File: config.mk
export PLATFORM = sky130hd
export DESIGN_NAME = seam_link_classifier_unit
export DESIGN_NICKNAME = d
export VERILOG_FILES = /design/src/rtl/core/slc_pkg.sv /design/src/rtl/core/seam_link_classifier_unit.sv /design/src/rtl/core/slc_lane.sv /design/src/rtl/core/slc_merge.sv
export SDC_FILE = /design/constraint.sdc
export NUM_CORES = 2
export LEC_CHECK = 0
export ABC_AREA = 1
export BUFFER_PORTS_ARGS = -buffer_cell sky130_fd_sc_hd__buf_4
export CAP_MARGIN = 10
export CORE_UTILIZATION = 51
export CTS_CLUSTER_SIZE = 28
export DETAILED_ROUTE_END_ITERATION = 8
export MAX_ROUTING_LAYER = met4
export PLACE_DENSITY = 0.78
export SLEW_MARGIN = 20
export SYNTH_ARGS = -nofsm -noshare
export SYNTH_HDL_FRONTEND = slang
export SYNTH_SLANG_ARGS = --single-unit
export TNS_END_PERCENT = 1
File: constraint.sdc
create_clock -name aclk -period 24.6 [get_ports aclk]
set_clock_uncertainty 0.2 [all_clocks]
set_input_delay 7.38 -clock aclk [delete_from_list [all_inputs] [get_ports aclk]]
set_output_delay 7.38 -clock aclk [all_outputs]
set_load 0.005 [all_outputs]
File: src/rtl/core/slc_pkg.sv
// Shared types, constants and the square-root step for the seam link classifier.
// Depends on nothing; every other file of the block imports it.
package slc_pkg;

    // Field widths of one item.
    localparam int LABEL_W  = 16;
    localparam int PIX_W    = 48;
    localparam int THRESH_W = 15;
    localparam int COST_W   = 15;

    // Datapath widths inside a lane.
    localparam int MAG_W    = 9;   // largest difference is 340
    localparam int SQ_W     = 17;  // 340 squared fits in 17 bits
    localparam int SUM_W    = 19;  // three squares
    localparam int RAD_W    = 28;  // sum times 256, padded to an even width
    localparam int ROOT_W   = RAD_W / 2;
    localparam int REM_W    = ROOT_W + 1;

    // Reciprocal of three for values below 2048: floor(x / 3) = (x * 683) >> 11.
    localparam int RECIP3     = 683;
    localparam int RECIP3_SH  = 11;

    // Pipeline depth: difference, square, sum, then two root digits per stage.
    localparam int SQRT_STAGES = ROOT_W / 2;
    localparam int LANE_LAT    = 3 + SQRT_STAGES;

    localparam int NUM_COLORS = 3;

    typedef enum logic [1:0] {
        LINK_NORMAL = 2'd0,
        LINK_BLEND  = 2'd1,
        LINK_IGNORE = 2'd2
    } link_type_t;

    // Per-item control that travels beside the lanes.
    typedef struct packed {
        logic beyond_image;
        logic same_label;
    } slc_ctl_t;

    // Partial remainder and root of the digit-by-digit square root.
    typedef struct packed {
        logic [REM_W-1:0]  rem;
        logic [ROOT_W-1:0] root;
    } sqrt_acc_t;

    // One restoring square-root step: brings in two radicand bits, yields one root bit.
    function automatic sqrt_acc_t sqrt_step(sqrt_acc_t acc, logic [1:0] pair);
        sqrt_acc_t        res;
        logic [REM_W+1:0] trial;
        logic [REM_W+1:0] test;
        trial = {acc.rem, pair};
        test  = {{(REM_W - ROOT_W){1'b0}}, acc.root, 2'b01};
        if (trial >= test) begin
            res.rem  = REM_W'(trial - test);
            res.root = {acc.root[ROOT_W-2:0], 1'b1};
        end else begin
            res.rem  = trial[REM_W-1:0];
            res.root = {acc.root[ROOT_W-2:0], 1'b0};
        end
        return res;
    endfunction

endpackage

File: src/rtl/core/seam_link_classifier_unit.sv
// Top level of the seam link classifier: stream ports, pipeline control, two lanes.
// Depends on slc_pkg, slc_lane and slc_merge.
//
// Each item is one pixel link; it yields exactly one result item, and a new item can
// be accepted every cycle unless a stalled output has filled all stages. The depth is
// set by the difference, square and sum stages followed by a seven-stage square root
// that resolves two root digits per stage, plus the merging register. Both source
// images are handled side by side in two lanes, the three colors inside a lane in
// parallel. Every stage holds when the one after it is full and stalled, so a
// stalled output only stops the input once all stages are occupied. The threshold
// register may be written only while no item is in flight.
module seam_link_classifier_unit (
    input  logic                          aclk,
    input  logic                          aresetn,
    // Configuration: edge_threshold in Q11.4.
    input  logic                          cfg_wr_en,
    input  logic [slc_pkg::THRESH_W-1:0]  cfg_wr_data,
    // Input channel.
    input  logic                          s_axis_tvalid,
    output logic                          s_axis_tready,
    // tdata from bit 0: label_first[15:0], label_second[31:16], first_img_red[79:32],
    // first_img_green[127:80], first_img_blue[175:128], second_img_red[223:176],
    // second_img_green[271:224], second_img_blue[319:272].
    input  logic [319:0]                  s_axis_tdata,
    // tuser from bit 0: beyond_image[0], short_cross[1].
    input  logic [1:0]                    s_axis_tuser,
    // Result channel.
    output logic                          m_axis_tvalid,
    input  logic                          m_axis_tready,
    // tdata from bit 0: seam_cost[14:0], zero fill [15].
    output logic [15:0]                   m_axis_tdata,
    // tuser from bit 0: link_type[1:0].
    output logic [1:0]                    m_axis_tuser
);
    import slc_pkg::*;

    logic [THRESH_W-1:0]       thresh_reg;
    logic [LANE_LAT-1:0]       vld_reg;
    slc_ctl_t                  ctl_reg [LANE_LAT];
    logic                      out_valid_reg;
    logic                      out_en;
    logic [LANE_LAT-1:0]       stage_en;
    slc_ctl_t                  ctl_in;
    logic [ROOT_W-1:0]         root_first;
    logic [ROOT_W-1:0]         root_second;
    link_type_t                link_type;
    logic [COST_W-1:0]         seam_cost;
    logic [NUM_COLORS-1:0][PIX_W-1:0] pix_first;
    logic [NUM_COLORS-1:0][PIX_W-1:0] pix_second;

    // Threshold register.
    always_ff @(posedge aclk) begin
        if (!aresetn) begin
            thresh_reg <= '0;
        end else if (cfg_wr_en) begin
            thresh_reg <= cfg_wr_data;
        end
    end

    // A stage loads when it is empty or its successor loads.
    assign out_en = !out_valid_reg || m_axis_tready;
    always_comb begin
        stage_en[LANE_LAT-1] = !vld_reg[LANE_LAT-1] || out_en;
        for (int k = LANE_LAT - 2; k >= 0; k--) begin
            stage_en[k] = !vld_reg[k] || stage_en[k+1];
        end
    end
    assign s_axis_tready = stage_en[0];

    // Valid bits of the stages and of the result register.
    always_ff @(posedge aclk) begin
        if (!aresetn) begin
            vld_reg       <= '0;
            out_valid_reg <= 1'b0;
        end else begin
            if (stage_en[0]) begin
                vld_reg[0] <= s_axis_tvalid;
            end
            for (int k = 1; k < LANE_LAT; k++) begin
                if (stage_en[k]) begin
                    vld_reg[k] <= vld_reg[k-1];
                end
            end
            if (out_en) begin
                out_valid_reg <= vld_reg[LANE_LAT-1];
            end
        end
    end

    // Control bits of each item travel beside the lanes.
    assign ctl_in.beyond_image = s_axis_tuser[0];
    assign ctl_in.same_label   = (s_axis_tdata[15:0] == s_axis_tdata[31:16]);

    always_ff @(posedge aclk) begin
        if (stage_en[0]) begin
            ctl_reg[0] <= ctl_in;
        end
        for (int k = 1; k < LANE_LAT; k++) begin
            if (stage_en[k]) begin
                ctl_reg[k] <= ctl_reg[k-1];
            end
        end
    end

    // Color words of each source image, red first.
    assign pix_first  = {s_axis_tdata[175:128], s_axis_tdata[127:80], s_axis_tdata[79:32]};
    assign pix_second = {s_axis_tdata[319:272], s_axis_tdata[271:224], s_axis_tdata[223:176]};

    slc_lane u_lane_first (
        .aclk        (aclk),
        .stage_en    (stage_en),
        .short_cross (s_axis_tuser[1]),
        .pix         (pix_first),
        .root        (root_first)
    );

    slc_lane u_lane_second (
        .aclk        (aclk),
        .stage_en    (stage_en),
        .short_cross (s_axis_tuser[1]),
        .pix         (pix_second),
        .root        (root_second)
    );

    slc_merge u_merge (
        .aclk        (aclk),
        .load        (out_en),
        .ctl         (ctl_reg[LANE_LAT-1]),
        .root_first  (root_first),
        .root_second (root_second),
        .threshold   (thresh_reg),
        .link_type   (link_type),
        .seam_cost   (seam_cost)
    );

    assign m_axis_tvalid = out_valid_reg;
    assign m_axis_tdata  = {1'b0, seam_cost};
    assign m_axis_tuser  = link_type;

    // A normal link never carries a cost.
    a_normal_zero_cost: assert property (@(posedge aclk) disable iff (!aresetn)
        (m_axis_tvalid && (link_type == LINK_NORMAL)) |-> (seam_cost == '0))
        else $error("normal link with nonzero seam cost");

    // A blend link always has a cost below the threshold.
    a_blend_below: assert property (@(posedge aclk) disable iff (!aresetn)
        (m_axis_tvalid && (link_type == LINK_BLEND)) |-> (seam_cost < thresh_reg))
        else $error("blend link with cost not below threshold");

    // Input backpressure only arises from a stalled result register with all stages full.
    a_stall_source: assert property (@(posedge aclk) disable iff (!aresetn)
        !s_axis_tready |-> (m_axis_tvalid && !m_axis_tready && (&vld_reg)))
        else $error("input stalled without a full, stalled pipeline");

endmodule

File: src/rtl/core/slc_lane.sv
// One lane: seam cost root of one source image over its three colors.
// Depends on slc_pkg; stage enables come from the top-level pipeline control.
module slc_lane (
    input  logic                                      aclk,
    input  logic [slc_pkg::LANE_LAT-1:0]              stage_en,
    input  logic                                      short_cross,
    input  logic [slc_pkg::NUM_COLORS-1:0][slc_pkg::PIX_W-1:0] pix,
    output logic [slc_pkg::ROOT_W-1:0]                root
);
    import slc_pkg::*;

    logic [NUM_COLORS-1:0][MAG_W-1:0] mag_next;
    logic [NUM_COLORS-1:0][MAG_W-1:0] mag_reg;
    logic [NUM_COLORS-1:0][SQ_W-1:0]  sq_reg;
    logic [SUM_W-1:0]                 sum_reg;
    logic [RAD_W-1:0]                 rad_first;
    sqrt_acc_t                        acc_reg [SQRT_STAGES];
    logic [RAD_W-1:0]                 rad_reg [SQRT_STAGES];

    // Cross-seam difference magnitude per color, smoothed or plain.
    always_comb begin
        for (int c = 0; c < NUM_COLORS; c++) begin
            logic [9:0]  sum_a;
            logic [9:0]  sum_b;
            logic [9:0]  diff;
            logic [19:0] prod;
            logic [7:0]  plain;
            sum_a = {2'b00, pix[c][47:40]} + {1'b0, pix[c][39:32], 1'b0}
                  + {2'b00, pix[c][31:24]};
            sum_b = {2'b00, pix[c][23:16]} + {1'b0, pix[c][15:8], 1'b0}
                  + {2'b00, pix[c][7:0]};
            diff  = (sum_a >= sum_b) ? (sum_a - sum_b) : (sum_b - sum_a);
            prod  = {10'd0, diff} * 20'(RECIP3);
            plain = (pix[c][39:32] >= pix[c][15:8]) ? (pix[c][39:32] - pix[c][15:8])
                                                    : (pix[c][15:8] - pix[c][39:32]);
            mag_next[c] = short_cross ? {1'b0, plain}
                                      : prod[RECIP3_SH +: MAG_W];
        end
    end

    // Difference, square and sum stages.
    always_ff @(posedge aclk) begin
        if (stage_en[0]) begin
            mag_reg <= mag_next;
        end
        if (stage_en[1]) begin
            for (int c = 0; c < NUM_COLORS; c++) begin
                sq_reg[c] <= SQ_W'({{(SQ_W - MAG_W){1'b0}}, mag_reg[c]}
                                   * {{(SQ_W - MAG_W){1'b0}}, mag_reg[c]});
            end
        end
        if (stage_en[2]) begin
            sum_reg <= {2'b00, sq_reg[0]} + {2'b00, sq_reg[1]} + {2'b00, sq_reg[2]};
        end
    end

    // The root of sum * 256 comes out in Q.4.
    assign rad_first = {{(RAD_W - SUM_W - 8){1'b0}}, sum_reg, 8'd0};

    // Square root, two digits per stage, high radicand bits first.
    for (genvar k = 0; k < SQRT_STAGES; k++) begin : g_sqrt
        localparam int P_HI = 2 * SQRT_STAGES - 1 - 2 * k;
        localparam int P_LO = P_HI - 1;
        sqrt_acc_t        acc_in;
        logic [RAD_W-1:0] rad_in;
        sqrt_acc_t        acc_mid;

        if (k == 0) begin : g_head
            assign acc_in = '0;
            assign rad_in = rad_first;
        end else begin : g_body
            assign acc_in = acc_reg[k-1];
            assign rad_in = rad_reg[k-1];
        end

        assign acc_mid = sqrt_step(acc_in, rad_in[2*P_HI +: 2]);

        always_ff @(posedge aclk) begin
            if (stage_en[3+k]) begin
                acc_reg[k] <= sqrt_step(acc_mid, rad_in[2*P_LO +: 2]);
                rad_reg[k] <= rad_in;
            end
        end
    end

    assign root = acc_reg[SQRT_STAGES-1].root;

endmodule

File: src/rtl/core/slc_merge.sv
// Merging stage: adds the two lane roots and decides the link type.
// Depends on slc_pkg; holds the result register that feeds the output port.
module slc_merge (
    input  logic                          aclk,
    input  logic                          load,
    input  slc_pkg::slc_ctl_t             ctl,
    input  logic [slc_pkg::ROOT_W-1:0]    root_first,
    input  logic [slc_pkg::ROOT_W-1:0]    root_second,
    input  logic [slc_pkg::THRESH_W-1:0]  threshold,
    output slc_pkg::link_type_t           link_type,
    output logic [slc_pkg::COST_W-1:0]    seam_cost
);
    import slc_pkg::*;

    logic [COST_W-1:0] cost;
    link_type_t        type_next;
    logic [COST_W-1:0] cost_next;
    link_type_t        type_reg;
    logic [COST_W-1:0] cost_reg;

    assign cost = COST_W'({1'b0, root_first} + {1'b0, root_second});

    // Out of image wins over matching labels; otherwise the cost decides.
    always_comb begin
        if (ctl.beyond_image) begin
            type_next = LINK_IGNORE;
            cost_next = '0;
        end else if (ctl.same_label) begin
            type_next = LINK_NORMAL;
            cost_next = '0;
        end else begin
            type_next = (cost < threshold) ? LINK_BLEND : LINK_IGNORE;
            cost_next = cost;
        end
    end

    always_ff @(posedge aclk) begin
        if (load) begin
            type_reg <= type_next;
            cost_reg <= cost_next;
        end
    end

    assign link_type = type_reg;
    assign seam_cost = cost_reg;

endmodule

Yosys cells after proc, flatten, opt, wreduce, memory -nomap -nowiden
Memory sizes are Yosys's and may differ from the RTL's.
Index checks and enable logic that the tools add are counted.
{ "totals": {"output_inout_bits": 20, "input_bits": 342, "mem_bits_rw": 818, "ff_bits": 237, "memories": 5} }
{ "op_classes": {"reduce_logical": 23, "mux": 82, "eq_ne": 1, "multipliers": 12, "n_lt_le_gt_ge": 41, "n_addsub": 81} }
{ "mem_list": {"columns": ["name", "words", "word_bits", "rd", "rd_clocked_by_memory_dff", "write_ports", "line", "source"], "rows": [
  ["u_lane_first.acc_reg", 7, 29, 7, 0, 7, "slc_lane.sv:17", "sqrt_acc_t acc_reg [SQRT_STAGES];"],
  ["u_lane_second.acc_reg", 7, 29, 7, 0, 7, "slc_lane.sv:17", null],
  ["u_lane_first.rad_reg", 7, 28, 6, 0, 7, "slc_lane.sv:18", "logic [RAD_W-1:0] rad_reg [SQRT_STAGES];"],
  ["u_lane_second.rad_reg", 7, 28, 6, 0, 7, "slc_lane.sv:18", null],
  ["ctl_reg", 10, 2, 10, 0, 10, "seam_link_classifier_unit.sv:39", "slc_ctl_t ctl_reg [LANE_LAT];"]
]} }
{ "ops": {"columns": ["cell", "count"], "rows": [
  ["$mux W29", 42],
  ["$ge A17 B16 Y1", 26],
  ["$sub A15 B15 Y15", 26],
  ["$add A10 B8 Y10", 12],
  ["$add A8 B9 Y10", 12],
  ["$mul A10 B10 Y20 const B", 6],
  ["$sub A10 B10 Y10", 12],
  ["$mul A9 B9 Y17", 6],
  ["$mux W8", 12],
  ["$sub A8 B8 Y8", 12],
  ["$ge A10 B10 Y1", 6],
  ["$mux W10", 6],
  ["$ge A8 B8 Y1", 6],
  ["$add A19 B17 Y19", 2],
  ["$add A17 B17 Y18", 2],
  ["$mux W1", 20],
  ["$eq A16 B16 Y1", 1],
  ["$add A14 B14 Y15", 1],
  ["$lt A15 B15 Y1", 1],
  ["$logic_not A1 Y1", 11],
  ["$logic_or A1 B1 Y1", 11],
  ["$mux W2", 2],
  ["$sub A1 B1 Y2 const B", 2],
  ["$ge A1 B1 Y1 const B", 2],
  ["$reduce_or A2 Y1", 1]
]} }

Depth between registers and ports, before layout
{ "depth": {"word_depth": 14, "ltp_mapped": 48, "ltp_nobuf": 47} }

Modules after synthesis
From an unflattened synthesis, not the netlist that was laid out.
{ "hier_totals": {"hier_cells": 9562, "hier_area_um2": 76146.8} }
{ "by_module_without_submodules": {"columns": ["module", "area_per_inst_um2", "n_inst", "seq_area_each_um2", "cells_each"], "rows": [
  ["slc_lane at u_lane_second", 36515.0, 1, 8077.7, 4615],
  ["slc_lane at u_lane_first", 36035.8, 1, 8077.7, 4514],
  ["slc_merge", 1836.8, 1, 510.5, 264],
  ["seam_link_classifier_unit", 1759.2, 1, 1121.1, 169]
]} }

Worst setup path after synthesis
OpenSTA, ideal clock, no wires.
{ "synth_path": {"path_type": "input-to-output", "start": "input m_axis_tready", "end": "output s_axis_tready", "slack_ns": 1.917, "stages": 14, "arrival_ns": 15.103, "n_path_buf": 0, "path_cell_list": "nor2_1 inv_2 nor2_1 inv_1 nor2_1 inv_1 nor2_2 nand2_1 nor2_1 nand2_1 nor2_2 nand2_1 nor2_1 nand2_1"} }
{ "synth_via": {"elab_chain_len": 11} }
{ "synth_lines": {"columns": ["element", "line", "source"], "rows": [
  ["start, declared", "seam_link_classifier_unit.sv:29", "input logic m_axis_tready,"],
  ["$logic_or A1 B1 Y1", "seam_link_classifier_unit.sv:61", "assign out_en = !out_valid_reg || m_axis_tready;"],
  ["named net out_en", "seam_link_classifier_unit.sv:41", "logic out_en;"],
  ["$logic_or A1 B1 Y1", "seam_link_classifier_unit.sv:63", "stage_en[LANE_LAT-1] = !vld_reg[LANE_LAT-1] || out_en;"],
  ["named net stage_en[9]", "seam_link_classifier_unit.sv:42", "logic [LANE_LAT-1:0] stage_en;"],
  ["$logic_or A1 B1 Y1", "seam_link_classifier_unit.sv:65", "stage_en[k] = !vld_reg[k] || stage_en[k+1];"],
  ["named net stage_en[8]", "seam_link_classifier_unit.sv:42", null],
  ["$logic_or A1 B1 Y1 (2 in a row)", "seam_link_classifier_unit.sv:65", null],
  ["named net stage_en[6]", "seam_link_classifier_unit.sv:42", null],
  ["$logic_or A1 B1 Y1 (2 in a row)", "seam_link_classifier_unit.sv:65", null],
  ["named net stage_en[4]", "seam_link_classifier_unit.sv:42", null],
  ["$logic_or A1 B1 Y1 (2 in a row)", "seam_link_classifier_unit.sv:65", null],
  ["named net stage_en[2]", "seam_link_classifier_unit.sv:42", null],
  ["$logic_or A1 B1 Y1 (2 in a row)", "seam_link_classifier_unit.sv:65", null],
  ["end, declared", "seam_link_classifier_unit.sv:20", "output logic s_axis_tready,"]
]} }
The timed path passes the listed nets, and every way through them passes these cells.

Worst setup path after layout
Ends and elaborated chain as after synthesis.

==> impl_metrics.json <==
{
  "synth_top_area_cell": "edfxtp_1",
  "cp_top_family": "simple AND/OR/NAND/NOR gates",
  "yosysSeqAreaShare_pct": 23.5,
  "min_delay_path_depth": 0,
  "num_rows": 141,
  "hold_slack_ns": 0.205,
  "avgSynthCellArea_sq_um": 8.03,
  "grt_usage_pct": 23.1,
  "crit_type": "input port to output pin",
  "area_delta_synth_final_pct": 8.87,
  "dp.cells": 11600,
  "multi_input_area_sq_mm": 0.0500,
  "yosys-top-cells-area": "edfxtp_1 (23%), ha_1 (19%), fa_1 (12%)",
  "die_w_microns": 387,
  "fmax_ghz": 0.0467,
  "hp-class": "register to register",
  "yosys_warnings": 0,
  "via_per_inst": 5.26,
  "wl_per_cell_microns": 14.5,
  "cts_hold_buf": 0,
  "r2r_end": "u_lane_first.sq_reg[5]",
  "cp_max_fo": 66,
  "drtAntennaViolNets": 0,
  "gp_congestion": 0.950,
  "diodes": 0,
  "coreArea_sq_mm": 0.147,
  "worstPathArrival_ns": 13.85,
  "synth_area_sq_mm": 0.0757,
  "final_common_cell": "nand2_1",
  "num_vias": 61500,
  "outcome": "complete, no violations",
  "rr_startpoint": "m_axis_tvalid",
  "min_to": "u_lane_first.rad_reg[1][17]",
  "ios": 362,
  "fillerInstances": 13300,
  "dp_hpwl_microns": 144000,
  "regArea_sq_mm": 0.0178,
  "crit_slowest_cell": "clkinv_2",
  "synth_cell_types": 71,
  "fin_cells": 11700,
  "cts_tree": "done",
  "num-nets-final": 11700,
  "worst_slew_pin_slew_ns": 0.994,
  "io_buffers": 360,
  "worstPathCellList": "buf_4 > nor2_1 > inv_2 > nor2_1 > inv_1 > buf_4 > nor2_1 > clkinv_2 > nor2_2 > nand2_2 > buf_4 > nor2_1 > nand2_2 > buf_4 > nor2_2 > nand2_2 > nor2_1 > nand2_4 > buf_4",
  "holdCritStartpoint": "u_lane_first.rad_reg[0][17]",
  "drc": 0,
  "cts_resized": 0,
  "grt_overflow": 0,
  "finalHoldViolCount": 0,
  "syn_nets": 11400,
  "cp-start-kind": "input port",
  "cts_max_level": 3,
  "synth_flop_cell": "edfxtp_1",
  "drive_gt1_share_pct": 7.01,
  "grt_pass1_vias": 62100,
  "rsz0062_at_grt": "no",
  "maxSlewViolCount": 0,
  "syn_inst": 9429,
  "insertion_delay_ns": 0.63,
  "clock_path_buffers": 3,
  "yosys.area.top_type_share_pct": 22.8,
  "clock_sinks": 601,
  "finalCritPeriodShare_pct": 87.1,
  "r2r_cells": 19,
  "drv_cap": 0,
  "yosys_register_bits": 601,
  "setup_viol": 0,
  "min_period_ns": 21.43,
  "first_pass_iters": 8,
  "grt_max_degree": 67,
  "critPathRequiredTime_ns": 17.02,
  "grt_pass1_wl_microns": 286000,
  "r2r_setup_slack_ns": 17.52,
  "synth_edf_count": 575,
  "cts_buffers": 67,
  "max_slew_margin_pct": 33.6,
  "fin_setup_tns_ns": 0,
  "cts_setup_buffers": 0,
  "dieHeight_microns": 387,
  "antenna_found_initial": 0,
  "start_util_pct": 51.3,
  "clock-root-buffer": "clkbuf_16",
  "crit_buf_inv": 8,
  "synthArstFlopShare_pct": 0,
  "end_kind": "output pin",
  "mostFrequentLayoutCells": "nand2_1 (1897), inv_1 (1882), ha_1 (1170)",
  "critPathMaxStageDelay_ns": 0.72,
  "drt_iter0_markers": 3493,
  "wl_microns": 169000,
  "dieArea_sq_mm": 0.150,
  "clkTransAtPathRegs_ns": 0.06,
  "final_core_util_pct": 55.9
}
## area by class of cell
| type | instances | share of cell area (%) |
|---|---|---|
| clock buffers | 85 | 2.16 |
| clock inverters | 35 | 0.528 |
| inverters | 1920 | 8.75 |
| multi-input cells | 6763 | 60.7 |
| flip-flops and latches | 601 | 21.6 |
| well taps | 1930 | 2.93 |
| repair buffers | 368 | 3.35 |
## per-layer routing
metal / vias up / GRT usage [%] / routed length, microns
li1: 31100 / - / -
met1: 28800 / 28.3 / 74700
met2: 1385 / 41.0 / 84800
met3: 229 / 1.91 / 6020
met4: 0 / 5.64 / 3920
met5: - / - / 0
## metrics by stage
| stage | setup WS (ns) | area (sq um) |
|---|---|---|
| 6_report | 3.17 | 82400 |
| 5_1_grt | 2.64 | 82400 |
| 4_1_cts | 3.46 | 82400 |
| 3_5_place_dp | 3.48 | 80200 |
| 3_3_place_gp | 3.58 | 80200 |
| 2_1_floorplan | 1.92 | 75700 |
## worst max-delay path by stage
stage	from	slack [ns]	cells past startpoint	end
after global placement	m_axis_tready	3.58	19	s_axis_tready
final	m_axis_tready	3.17	19	s_axis_tready
after detailed placement	m_axis_tready	3.48	19	s_axis_tready
after floorplan	m_axis_tready	1.92	14	s_axis_tready
after CTS	m_axis_tready	3.46	19	s_axis_tready
after global routing	m_axis_tready	2.64	19	s_axis_tready
## cell usage after synthesis, types with 14 or more instances
library cell     n
dfxtp_1         26
nand2_2         43
xor2_1         383
mux2i_1         22
o21a_1          28
o21bai_1        61
clkbuf_1       104
or2_2           36
a211oi_1        19
o211ai_1        31
inv_2           29
a21boi_0        14
nor2_2          28
o221ai_1        23
o21ai_0        397
a21o_1          34
edfxtp_1       575
xnor2_1        143
nor2_1         546
nand4_1         79
inv_1         1888
nand2_1       1901
nor3_1          64
o21ai_1         37
nand3_1        384
nand3b_1        28
ha_1          1170
a21oi_1        655
fa_1           460
o21ai_2         14
a31oi_1         20
buf_2           15
## cells by family (layout without fill, tap and decap cells)
family / after synthesis / in the layout / synth area share (%)
simple gates: 3178 / 3178 / 17.7
buf+inv: 2065 / 2408 / 10.4
fa+ha+maj: 1630 / 1630 / 31.5
compound gates: 1399 / 1399 / 10.4
flops: 601 / 601 / 23.5
xor+xnor: 529 / 529 / 6.15
mux: 26 / 26 / 0.350
other cells: 1 / 1 / 0.00495
Power is left out: the tool's default activity adds up to more than one toggle a clock period on the data nets, which glitch-free logic cannot reach.
